==> config.mk <==
export PLATFORM = sky130hd
export DESIGN_NAME = chunked_rotation_descrambler
export DESIGN_NICKNAME = d
export VERILOG_FILES = /design/src/sv/chrd_pkg.sv /design/src/sv/chrd_ctrl.sv /design/src/sv/chrd_datapath.sv /design/src/sv/chunked_rotation_descrambler.sv
export SDC_FILE = /design/constraint.sdc
export NUM_CORES = 1
export LEC_CHECK = 0
export ABC_AREA = 1
export BUFFER_PORTS_ARGS = -buffer_cell sky130_fd_sc_hd__clkbuf_2
export CAP_MARGIN = 10
export CELL_PAD_IN_SITES_DETAIL_PLACEMENT = 1
export CELL_PAD_IN_SITES_GLOBAL_PLACEMENT = 1
export CORE_AREA = 4 4 149 151
export DETAILED_ROUTE_END_ITERATION = 10
export DIE_AREA = 0 0 153 155
export GPL_TIMING_DRIVEN = 0
export PLACE_DENSITY = 0.95
export SKIP_CTS_REPAIR_TIMING = 1
export SYNTH_ARGS = -nofsm -noshare
export SYNTH_HDL_FRONTEND = slang
export SYNTH_SLANG_ARGS = --single-unit
==> constraint.sdc <==
create_clock -name clk -period 14 [get_ports clk]
set_input_delay 2.1 -clock clk [delete_from_list [all_inputs] [get_ports clk]]
set_output_delay 2.1 -clock clk [all_outputs]
set_load 0.1 [all_outputs]
==> src/sv/chrd_pkg.sv <==
package chrd_pkg;

    // Largest chunk the position counter has to cover.
    localparam int CHUNK_MAX = 4096;

    // Field and counter widths.
    localparam int BYTE_W = 8;
    localparam int CL_W = 13;
    localparam int MODE_W = 2;
    localparam int AMT_W = 3;
    localparam int POS_W = $clog2(CHUNK_MAX);
    localparam int LEN_W = $clog2(CHUNK_MAX + 1);
    localparam int CMP_W = (LEN_W > CL_W) ? LEN_W : CL_W;
    localparam int CFG_W = CL_W;
    localparam int CFG_IDX_W = 1;

    // Header store geometry.
    localparam int HEADER_DEPTH = 13;
    localparam int HDR_W = $clog2(HEADER_DEPTH);

    // Configuration register indexes.
    localparam logic [CFG_IDX_W-1:0] REG_MODE = 1'd0;
    localparam logic [CFG_IDX_W-1:0] REG_CHUNK_LENGTH = 1'd1;

    // Mode codes.
    localparam logic [MODE_W-1:0] MODE_PASS = 2'd0;
    localparam logic [MODE_W-1:0] MODE_THREE = 2'd1;
    localparam logic [MODE_W-1:0] MODE_FIVE = 2'd2;
    localparam logic [MODE_W-1:0] MODE_TWO = 2'd3;

    localparam logic [CL_W-1:0] CHUNK_LENGTH_RESET = 13'd1024;

    // Header byte positions used by the derived modes.
    localparam int TWO_POS_A = 0;
    localparam int TWO_POS_B = 1;
    localparam int THREE_POS_A = 2;
    localparam int THREE_POS_B = 11;
    localparam int THREE_POS_C = 12;

    typedef struct packed {
        logic [BYTE_W-1:0] in_byte;
        logic              stream_end;
    } in_item_t;

    typedef struct packed {
        logic [BYTE_W-1:0] out_byte;
        logic              run_last;
    } out_item_t;

    // Commands from the controller to the datapath.
    typedef struct packed {
        logic             take;
        logic             flush_load;
        logic [HDR_W-1:0] flush_idx;
        logic             flush_last;
    } chrd_cmd_t;

    // Status from the datapath to the controller.
    typedef struct packed {
        logic             out_free;
        logic             resolves;
        logic [HDR_W-1:0] held_last;
    } chrd_status_t;

    // Rotate a byte right by the given amount.
    function automatic logic [BYTE_W-1:0] rot_right(input logic [BYTE_W-1:0] b,
                                                    input logic [AMT_W-1:0] r);
        logic [2*BYTE_W-1:0] both;
        both = {b, b} >> r;
        return both[BYTE_W-1:0];
    endfunction

    function automatic logic [3:0] popcount8(input logic [BYTE_W-1:0] v);
        logic [3:0] n;
        n = 4'd0;
        for (int i = 0; i < BYTE_W; i++)
        begin
            n = n + {3'd0, v[i]};
        end
        return n;
    endfunction

    // Remainder by five of a value below 32.
    function automatic logic [2:0] mod5(input logic [4:0] v);
        logic [4:0] t;
        if (v >= 5'd30)
            t = v - 5'd30;
        else if (v >= 5'd25)
            t = v - 5'd25;
        else if (v >= 5'd20)
            t = v - 5'd20;
        else if (v >= 5'd15)
            t = v - 5'd15;
        else if (v >= 5'd10)
            t = v - 5'd10;
        else if (v >= 5'd5)
            t = v - 5'd5;
        else
            t = v;
        return t[2:0];
    endfunction

    // Rotation table of the two-byte mode.
    function automatic logic [AMT_W-1:0] two_byte_map(input logic [2:0] k);
        logic [AMT_W-1:0] r;
        case (k)
            3'd0: r = 3'd1;
            3'd1: r = 3'd7;
            3'd2: r = 3'd2;
            3'd3: r = 3'd6;
            3'd4: r = 3'd3;
            default: r = 3'd0;
        endcase
        return r;
    endfunction

    // Rotation table of the three-byte mode.
    function automatic logic [AMT_W-1:0] three_byte_map(input logic [2:0] k);
        logic [AMT_W-1:0] r;
        case (k)
            3'd0: r = 3'd7;
            3'd1: r = 3'd1;
            3'd2: r = 3'd6;
            3'd3: r = 3'd2;
            3'd4: r = 3'd5;
            default: r = 3'd0;
        endcase
        return r;
    endfunction

endpackage

==> src/sv/chrd_ctrl.sv <==
module chrd_ctrl (
    input  logic                  clk,
    input  logic                  rst_n,
    input  logic                  in_valid,
    output logic                  in_stall,
    input  chrd_pkg::chrd_status_t status,
    output chrd_pkg::chrd_cmd_t    cmd
);
    import chrd_pkg::*;

    localparam logic ST_RUN = 1'b0;
    localparam logic ST_FLUSH = 1'b1;

    logic             state_reg, state_next;
    logic [HDR_W-1:0] idx_reg, idx_next;
    logic [HDR_W-1:0] last_reg, last_next;
    logic             accept;
    logic             flush_step;

    // Intake is open only while streaming and the output register can load.
    assign accept = in_valid && (state_reg == ST_RUN) && status.out_free;
    assign flush_step = (state_reg == ST_FLUSH) && status.out_free;
    assign in_stall = !((state_reg == ST_RUN) && status.out_free);

    assign cmd.take = accept;
    assign cmd.flush_load = flush_step;
    assign cmd.flush_idx = idx_reg;
    assign cmd.flush_last = (idx_reg == last_reg);

    // Next state: a resolving beat starts a flush of the held header bytes.
    always_comb
    begin
        state_next = state_reg;
        idx_next = idx_reg;
        last_next = last_reg;
        case (state_reg)
            ST_RUN:
            begin
                if (accept && status.resolves)
                begin
                    state_next = ST_FLUSH;
                    idx_next = '0;
                    last_next = status.held_last;
                end
            end
            ST_FLUSH:
            begin
                if (flush_step)
                begin
                    idx_next = idx_reg + HDR_W'(1);
                    if (idx_reg == last_reg)
                        state_next = ST_RUN;
                end
            end
            default:
            begin
                state_next = ST_RUN;
            end
        endcase
    end

    always_ff @(posedge clk or negedge rst_n)
    begin
        if (!rst_n)
        begin
            state_reg <= ST_RUN;
            idx_reg <= '0;
            last_reg <= '0;
        end
        else
        begin
            state_reg <= state_next;
            idx_reg <= idx_next;
            last_reg <= last_next;
        end
    end

endmodule

==> src/sv/chrd_datapath.sv <==
module chrd_datapath (
    input  logic                          clk,
    input  logic                          rst_n,
    input  logic                          cfg_write,
    input  logic [chrd_pkg::CFG_IDX_W-1:0] cfg_index,
    input  logic [chrd_pkg::CFG_W-1:0]     cfg_data,
    input  chrd_pkg::in_item_t             in_data,
    output logic                          out_valid,
    input  logic                          out_stall,
    output chrd_pkg::out_item_t            out_data,
    input  chrd_pkg::chrd_cmd_t            cmd,
    output chrd_pkg::chrd_status_t         status
);
    import chrd_pkg::*;

    logic [MODE_W-1:0] mode_reg;
    logic [CL_W-1:0]   chunk_length_reg;
    logic [BYTE_W-1:0] header_store_reg [HEADER_DEPTH];
    logic [POS_W-1:0]  chunk_position_reg, chunk_position_next;
    logic [AMT_W-1:0]  rotation_amount_reg, rotation_amount_next;
    logic              rotation_ready_reg, rotation_ready_next;
    logic              out_valid_reg, out_valid_next;
    out_item_t         out_data_reg, out_data_next;

    logic [CMP_W-1:0]  len_ext;
    logic [CMP_W-1:0]  eff_len;
    logic [CMP_W-1:0]  pos_plus;
    logic              chunk_ends;
    logic [BYTE_W-1:0] byte_b;
    logic [BYTE_W-1:0] byte_c;
    logic [4:0]        plus_cnt;
    logic [4:0]        minus_cnt;
    logic [4:0]        diff3;
    logic [3:0]        pc_a;
    logic [3:0]        pc_b;
    logic [4:0]        diff2;
    logic              resolved;
    logic [AMT_W-1:0]  amt;
    logic              out_free;
    logic              direct_load;

    // Configuration writes.
    always_ff @(posedge clk or negedge rst_n)
    begin
        if (!rst_n)
        begin
            mode_reg <= MODE_PASS;
            chunk_length_reg <= CHUNK_LENGTH_RESET;
        end
        else if (cfg_write)
        begin
            case (cfg_index)
                REG_MODE:
                    mode_reg <= cfg_data[MODE_W-1:0];
                REG_CHUNK_LENGTH:
                    chunk_length_reg <= cfg_data[CL_W-1:0];
                default:
                begin
                end
            endcase
        end
    end

    // Chunk end: the byte fills the clamped length, or the stream ends.
    always_comb
    begin
        len_ext = CMP_W'(chunk_length_reg);
        if (len_ext == '0)
            eff_len = CMP_W'(1);
        else if (len_ext > CMP_W'(CHUNK_MAX))
            eff_len = CMP_W'(CHUNK_MAX);
        else
            eff_len = len_ext;
        pos_plus = CMP_W'(chunk_position_reg) + CMP_W'(1);
        chunk_ends = (pos_plus >= eff_len) || in_data.stream_end;
    end

    // Rotation amount of the current chunk, with the current byte bypassed.
    always_comb
    begin
        byte_b = (chunk_position_reg == POS_W'(TWO_POS_B))
                 ? in_data.in_byte : header_store_reg[TWO_POS_B];
        byte_c = (chunk_position_reg == POS_W'(THREE_POS_C))
                 ? in_data.in_byte : header_store_reg[THREE_POS_C];
        pc_a = popcount8(header_store_reg[TWO_POS_A]);
        pc_b = popcount8(byte_b);
        diff2 = (pc_b >= pc_a) ? {1'b0, pc_b - pc_a} : {1'b0, pc_a - pc_b};
        plus_cnt = {1'b0, popcount8(header_store_reg[THREE_POS_A])}
                   + {1'b0, popcount8(byte_c)};
        minus_cnt = {1'b0, popcount8(header_store_reg[THREE_POS_B])};
        diff3 = (plus_cnt >= minus_cnt) ? plus_cnt - minus_cnt : minus_cnt - plus_cnt;

        resolved = 1'b0;
        amt = '0;
        case (mode_reg)
            MODE_PASS:
            begin
                resolved = 1'b1;
                amt = '0;
            end
            MODE_FIVE:
            begin
                resolved = 1'b1;
                amt = 3'd5;
            end
            MODE_TWO:
            begin
                if (chunk_position_reg >= POS_W'(TWO_POS_B))
                begin
                    resolved = 1'b1;
                    if ((header_store_reg[TWO_POS_A] == '0) && (byte_b == '0))
                        amt = '0;
                    else
                        amt = two_byte_map(mod5(diff2));
                end
            end
            MODE_THREE:
            begin
                if (chunk_position_reg >= POS_W'(THREE_POS_C))
                begin
                    resolved = 1'b1;
                    amt = three_byte_map(mod5(diff3));
                end
            end
            default:
            begin
            end
        endcase

        // A chunk that closes before its amount is known uses no rotation.
        if (!resolved && chunk_ends)
        begin
            resolved = 1'b1;
            amt = '0;
        end
    end

    assign out_free = !out_valid_reg || !out_stall;
    assign direct_load = cmd.take && rotation_ready_reg;

    assign status.out_free = out_free;
    assign status.resolves = !rotation_ready_reg && resolved;
    assign status.held_last = (chunk_position_reg < POS_W'(HEADER_DEPTH - 1))
                              ? chunk_position_reg[HDR_W-1:0]
                              : HDR_W'(HEADER_DEPTH - 1);

    // Header store: bytes seen before the amount is known.
    always_ff @(posedge clk)
    begin
        if (cmd.take && !rotation_ready_reg
            && (chunk_position_reg < POS_W'(HEADER_DEPTH)))
            header_store_reg[chunk_position_reg[HDR_W-1:0]] <= in_data.in_byte;
    end

    // Chunk position and rotation state.
    always_comb
    begin
        chunk_position_next = chunk_position_reg;
        rotation_amount_next = rotation_amount_reg;
        rotation_ready_next = rotation_ready_reg;
        if (cmd.take)
        begin
            if (!rotation_ready_reg && resolved)
            begin
                rotation_amount_next = amt;
                rotation_ready_next = 1'b1;
            end
            if (chunk_ends)
            begin
                chunk_position_next = '0;
                rotation_ready_next = 1'b0;
            end
            else
            begin
                chunk_position_next = pos_plus[POS_W-1:0];
            end
        end
    end

    // Output register: loaded by a direct beat or one flush beat.
    always_comb
    begin
        out_data_next = out_data_reg;
        out_valid_next = out_valid_reg && out_stall;
        if (direct_load)
        begin
            out_data_next.out_byte = rot_right(in_data.in_byte, rotation_amount_reg);
            out_data_next.run_last = 1'b1;
            out_valid_next = 1'b1;
        end
        else if (cmd.flush_load)
        begin
            out_data_next.out_byte = rot_right(header_store_reg[cmd.flush_idx],
                                               rotation_amount_reg);
            out_data_next.run_last = cmd.flush_last;
            out_valid_next = 1'b1;
        end
    end

    always_ff @(posedge clk or negedge rst_n)
    begin
        if (!rst_n)
        begin
            chunk_position_reg <= '0;
            rotation_amount_reg <= '0;
            rotation_ready_reg <= 1'b0;
            out_valid_reg <= 1'b0;
        end
        else
        begin
            chunk_position_reg <= chunk_position_next;
            rotation_amount_reg <= rotation_amount_next;
            rotation_ready_reg <= rotation_ready_next;
            out_valid_reg <= out_valid_next;
        end
    end

    always_ff @(posedge clk)
    begin
        out_data_reg <= out_data_next;
    end

    assign out_valid = out_valid_reg;
    assign out_data = out_data_reg;

endmodule

==> src/sv/chunked_rotation_descrambler.sv <==
// Chunked rotation descrambler.
// Input channel: in_valid / in_stall with in_data (in_byte, stream_end); a beat
// moves when in_valid is high and in_stall is low. Output channel: out_valid /
// out_stall with out_data (out_byte, run_last), same rule, stall from the sink.
// Configuration: cfg_write with cfg_index 0 (mode) or 1 (chunk_length) and
// cfg_data. Users must write only while the block is idle; nothing enforces it.
// Once a chunk's rotation is known, each input beat yields one output beat in
// the cycle after it; unless the sink stalls, one byte is taken per cycle.
// Header bytes that arrive before the rotation is known are held; the beat that
// fixes the rotation starts a flush of 1 to 13 held bytes from the header store,
// one per cycle through the single output register while the sink does not
// stall, and intake stalls during the flush.
// When the receiver stalls, the output register holds its beat and intake
// stalls too, since the output register is the only buffer.
// Reset clears the chunk position, the rotation state, the output valid and the
// controller, and sets mode 0 and chunk length 1024.
module chunked_rotation_descrambler (
    input  logic                          clk,
    input  logic                          rst_n,
    input  logic                          cfg_write,
    input  logic [chrd_pkg::CFG_IDX_W-1:0] cfg_index,
    input  logic [chrd_pkg::CFG_W-1:0]     cfg_data,
    input  logic                          in_valid,
    output logic                          in_stall,
    input  chrd_pkg::in_item_t             in_data,
    output logic                          out_valid,
    input  logic                          out_stall,
    output chrd_pkg::out_item_t            out_data
);
    import chrd_pkg::*;

    chrd_cmd_t    cmd;
    chrd_status_t status;

    // Sequencing of intake and header flush.
    chrd_ctrl u_ctrl (
        .clk      (clk),
        .rst_n    (rst_n),
        .in_valid (in_valid),
        .in_stall (in_stall),
        .status   (status),
        .cmd      (cmd)
    );

    // Header store, rotation decision and output register.
    chrd_datapath u_datapath (
        .clk       (clk),
        .rst_n     (rst_n),
        .cfg_write (cfg_write),
        .cfg_index (cfg_index),
        .cfg_data  (cfg_data),
        .in_data   (in_data),
        .out_valid (out_valid),
        .out_stall (out_stall),
        .out_data  (out_data),
        .cmd       (cmd),
        .status    (status)
    );

endmodule
==> impl_metrics.yaml, run 1 <==
clocking:
  tritoncts: "yes"
  cts_htree_levels: 4
  numCtsBuffers: 17
  cts_buffer_depth: 2
  insertion_delay_ns: 0.45
  cts.clk_slew.worst_paths_ns: 0.08
  cts_root_buf: "clkbuf_16"
  cts.sinks: 178
logic_synthesis:
  synthesis.area_sq_um: 10950
  synthTopCellsByCount: "nand2_1, inv_1, edfxtp_1, o21ai_0, nor2_1"
  synth_edf_count: 136
  ys_ff_latch: 178
  yosys.area.top_type: "edfxtp_1"
  ys.flop_type: "edfxtp_1"
  synthArstFlopShare: 0.2303
  syn_area_per_cell_sq_um: 9.025
  syn_inst: 1213
  synth_top_area_frac: 0.3731
  ys_seq_area_frac: 0.4687
  yosys_warnings: 0
  netlist_top_cells_area: "edfxtp_1, nand2_1, dfrtp_1, ha_1, inv_1"
  synth_nets: 1333
  synth_cell_types: 57
  yosysMostFrequentCell: "nand2_1"
critical_path:
  critPathMaxStageDelay_ns: 0.55
  critPathArrivalTime_ns: 9.76
  required_ns: 14.39
  reg2reg_slack_ns: 4.88
  cp-end-kind: "register"
  path_common_cell: "nand2_1"
  startpoint_type: "input port"
  crit_fanout: 19
  slowest_stage: "fa_1"
  critical_path_class: "in2reg"
route:
  wl_met3_um: 2975
  wl_met2_um: 18490
  vias: 9833
  wl_um: 37340
  via_per_inst: 6.307
  firstDrtPassIters: 6
  wl_per_cell_um: 23.95
  drt-met1-wl_um: 13400
  routed.top_layer: "met4"
  ant_nets: 0
  drcViolationCount: 0
  drt_iter0_drc: 1213
layout:
  final_nets: 1391
  drive_gt1_frac: 0.08567
  ff_latch_area_sq_um: 5131
  stdcell_area_sq_um: 12080
  antenna_cells: 0
  fill_cells: 2426
  fin_util: 0.5800
  multi_input_area_sq_um: 5035
  largest_register_ffs: 128
  areaGrowthSynthToFinish_pct: 10.32
sta:
  timing_hold_violations_final: 0
  slew_headroom: 0.2495
  setup_tns_ns: 0
  final-setup-viol-count: 0
  slew_viol_final: 0
  min_period_ns: 9.376
  fin_worst_skew_ns: 0.01696
  rsz0062_at_grt: "false"
  fmax_mhz: 106.7
  fin_crit_sh: 0.6697
  worst_pin_slew_ns: 1.116
global_route:
  antenna_found_initial: 0
  grtUsageTotal: 0.3163
  grt_pass1_vias: 10722
  grt_max_degree: 42
  grt_pass1_wl_um: 58660
  grt_overflow_total: 0
status:
  status: "finished, final reports clean"
floorplanning:
  die_x_um: 153
  initial_utilization: 0.5257
  io_pins: 39
  core_sq_um: 20820
  die_area_sq_um: 23720
  die_h_um: 155
  row_count: 53
placed_design:
  io_buffer_count: 38
  hpwl_um: 25780
  gp_congestion: 0.8908
  place_area_sq_um: 11480
hold_path:
  hold_class: "reg2reg"
run:
  max_cap_violations: 0
worst max-delay path: cells and delay by family:
kind                     cells  cell delay [ns]
adder cells (fa/ha/maj)      8             3.16
XOR/XNOR                     1             0.15
AND/OR/NAND/NOR             19             2.00
AO/OA/AOI/OAI                6             1.33
buffers and inverters        5             0.98
kinds of logic (layout without fill, tap and decap cells):
kind of cell    count (synthesis)  after routing  synth area share
simple gates                  476            476            0.1832
compound gates                223            223            0.1204
buf+inv                       205            276           0.07132
flops                         178            178            0.4687
fa+ha+maj                      92             92            0.1223
xor+xnor                       24             24           0.01920
mux                            15             15           0.01486
worst paths after layout:
check / depth (start not counted) / startpoint / endpoint
max: 39 / in_data[1] / u_datapath.rotation_amount_reg[1]
min: 2 / u_datapath.out_data[0] / u_datapath.out_data[0]
max reg2reg: 43 / u_datapath.chunk_position_reg[11] / u_datapath.rotation_amount_reg[1]
min reg2reg: 2 / u_datapath.out_data[0] / u_datapath.out_data[0]
max in group asynchronous: 2 / rst_n / u_datapath.chunk_length_reg[10]
min in group asynchronous: 1 / rst_n / u_datapath.rotation_amount_reg[2]
metrics by stage:
stage	std cells	setup WS [ns]	hold WS, ns
final	1559	4.624	0.5397
after floorplan	1213	5.963	0.4700
after CTS	1558	4.743	0.5317
after global routing	1559	4.175	0.5601
after detailed placement	1526	4.381	0.4671
after global placement	1526	4.710	0.4689
cell type report:
type,instances,area share
Buffer,39,0.01305
Clock buffer,19,0.03585
Clock inverter,13,0.01181
Inverter,166,0.05160
Multi-Input combinational cell,830,0.4169
Sequential cell,178,0.4249
Tap cell,275,0.02849
Timing Repair Buffer,39,0.01741
placed cells by master (no fill, tap or decap), drive strengths merged, types with 13 or more instances in the layout:
master / count
a21oi: 40
buf: 13
clkbuf: 84
dfrtp: 40
edfxtp: 136
fa: 25
ha: 67
inv: 164
nand2: 277
nand3: 72
nor2: 97
o21ai: 128
xor2: 15
routing by layer:
metal,GRT usage,up-vias
met4,0.1935,0
met1,0.3640,4809
met3,0.06036,203
li1,-,4205
met5,0,-
met2,0.5486,616
Power of run 1 is not shown: default switching activity piles up to over one toggle a cycle in this logic, so the estimate is an artifact.
==> run 2, diff against run 1 <==
--- a/config.mk
+++ b/config.mk
@@ -10,11 +10,11 @@
 export CAP_MARGIN = 10
 export CELL_PAD_IN_SITES_DETAIL_PLACEMENT = 1
 export CELL_PAD_IN_SITES_GLOBAL_PLACEMENT = 1
-export CORE_AREA = 4 4 149 151
+export CORE_AREA = 4 4 155 157
 export DETAILED_ROUTE_END_ITERATION = 10
-export DIE_AREA = 0 0 153 155
+export DIE_AREA = 0 0 159 161
 export GPL_TIMING_DRIVEN = 0
-export PLACE_DENSITY = 0.95
+export PLACE_DENSITY = 0.9
 export SKIP_CTS_REPAIR_TIMING = 1
 export SYNTH_ARGS = -nofsm -noshare
 export SYNTH_HDL_FRONTEND = slang
==> constraint.sdc (replaced) <==
create_clock -name clk -period 9.83 [get_ports clk]
set_input_delay 1.4745 -clock clk [delete_from_list [all_inputs] [get_ports clk]]
set_output_delay 1.4745 -clock clk [all_outputs]
set_load 0.1 [all_outputs]
==> run 2 against run 1 <==
Largest cell class unchanged. First-iteration DRC count is 24% lower. Routed wire length shrank 9.0%. Global-route usage shrank 4.9 points. Highest routed layer unchanged. Final cell count grew 0.58%. Design area is 0.38% higher. Non-clock buffer count is 1 lower. Setup slack worse by 3.6 ns.
==> impl_metrics.yaml, run 2 (same netlist as run 1, synthesis figures left out) <==
layout:
  largest_register_ffs: 128
  final_cell_mix: "nand2_1, inv_1, edfxtp_1"
  final_common_cell: "nand2_1"
  areaGrowthSynthToFinish_pct: 10.74
  drive_gt1_frac: 0.09041
  fill_cells: 2603
  antenna_cells: 0
  final_nets: 1390
sta:
  fin_worst_skew_ns: 0.01262
  final-setup-viol-count: 0
  slew_viol_final: 0
  slew_headroom: 0.2472
  timing_hold_violations_final: 0
  min_period_ns: 8.804
  fin_crit_sh: 0.8956
  setup_tns_ns: 0
  worst_pin_slew_ns: 1.129
  fmax_mhz: 113.6
  hold_ws_ns: 0.5047
  rsz0062_at_grt: "false"
floorplanning:
  initial_utilization: 0.4865
  die_x_um: 159
  die_h_um: 161
  die_area_sq_um: 25600
  core_sq_um: 22500
  io_pins: 39
  row_count: 55
critical_path:
  critPathMaxStageDelay_ns: 0.53
  slowest_stage: "nor4_1"
  reg2reg_from: "u_datapath.chunk_position_reg[10]"
  crit_start: "u_datapath.chunk_position_reg[10]"
  cp.depth: 46
  required_ns: 10.17
  critPathArrivalTime_ns: 9.14
  critical_path_class: "reg2reg"
  cp-end-kind: "register"
  rr_worst_depth: 46
  startpoint_type: "register"
  crit_family: "simple AND/OR/NAND/NOR gates"
  path_common_cell: "nand2_1"
  crit_fanout: 10
  cp.buffers_inverters: 5
clocking:
  cts.clk_slew.worst_paths_ns: 0.08
  tritoncts: "yes"
  numCtsBuffers: 17
  cts_buffer_depth: 2
  cts_htree_levels: 4
  insertion_delay_ns: 0.44
  cts_root_buf: "clkbuf_16"
  cts.sinks: 178
hold_path:
  hold_class: "reg2reg"
  hold_path_depth: 2
  hold_start: "u_datapath.out_data[0]"
route:
  wl_um: 33980
  via_per_inst: 5.978
  firstDrtPassIters: 5
  drt_iter0_drc: 921
  vias: 9373
  ant_nets: 0
  drcViolationCount: 0
  wl_per_cell_um: 21.67
global_route:
  grt_pass1_vias: 10036
  antenna_found_initial: 0
  grt_max_degree: 42
  grtUsageTotal: 0.2678
  grt_pass1_wl_um: 54300
  grt_overflow_total: 0
status:
  status: "finished, final reports clean"
placed_design:
  gp_congestion: 0.8787
  io_buffer_count: 38
  hpwl_um: 24660
run:
  max_cap_violations: 0
## run 2: metal layers
layer | GRT usage | up-vias | part of all wire
met2 | 0.4876 | 396 | 0.51
li1 | - | 4196 | -
met5 | 0 | - | 0
met4 | 0.1231 | 0 | 0.049
met3 | 0.04414 | 136 | 0.060
met1 | 0.3103 | 4645 | 0.38
## run 2: cell type report
cell class	count	area, sq um	share of cell area
multi-input combinational	830	5035	0.4153
clock buffer	17	425.4	0.03509
timing repair buffer	38	190.2	0.01569
inverter	166	623.1	0.05140
sequential	178	5131	0.4233
tap	285	356.6	0.02941
clock inverter	15	203.9	0.01682
buffer	39	157.7	0.01300
## run 2: worst reg2reg max path: cells and delay by family (launching register included)
family / cells / cell delay (ns)
AOI/OAI and AO/OA: 4 / 0.79
xor gates and xnor gates: 1 / 0.15
DFF: 1 / 0.42
buffers and inverters: 5 / 0.70
and+or+nand+nor: 28 / 3.45
adders and majority gates: 8 / 3.25
## run 2: through the flow
| stage | setup slack, ns | utilization | instance area [sq um] | instances |
|---|---|---|---|---|
| finish | 1.026 | 0.5387 | 12120 | 1568 |
| global route | 0.3312 | 0.5387 | 12120 | 1568 |
| CTS | 1.089 | 0.5387 | 12120 | 1568 |
| detailed placement | 0.9586 | 0.5108 | 11490 | 1536 |
| global placement | 1.155 | 0.5108 | 11490 | 1536 |
| floorplan | 2.419 | - | 10950 | 1213 |
## run 2: path summary, 6_finish.rpt
check	to	slack [ns]
min in group asynchronous	u_datapath.rotation_amount_reg[2]	1.23
max in group asynchronous	u_datapath.chunk_position_reg[4]	7.89
min reg2reg	u_datapath.out_data[0]	0.50
max reg2reg	u_datapath.rotation_amount_reg[0]	1.03
min	u_datapath.out_data[0]	0.50
max	u_datapath.rotation_amount_reg[0]	1.03
Power of run 2 is left out for the same reason.
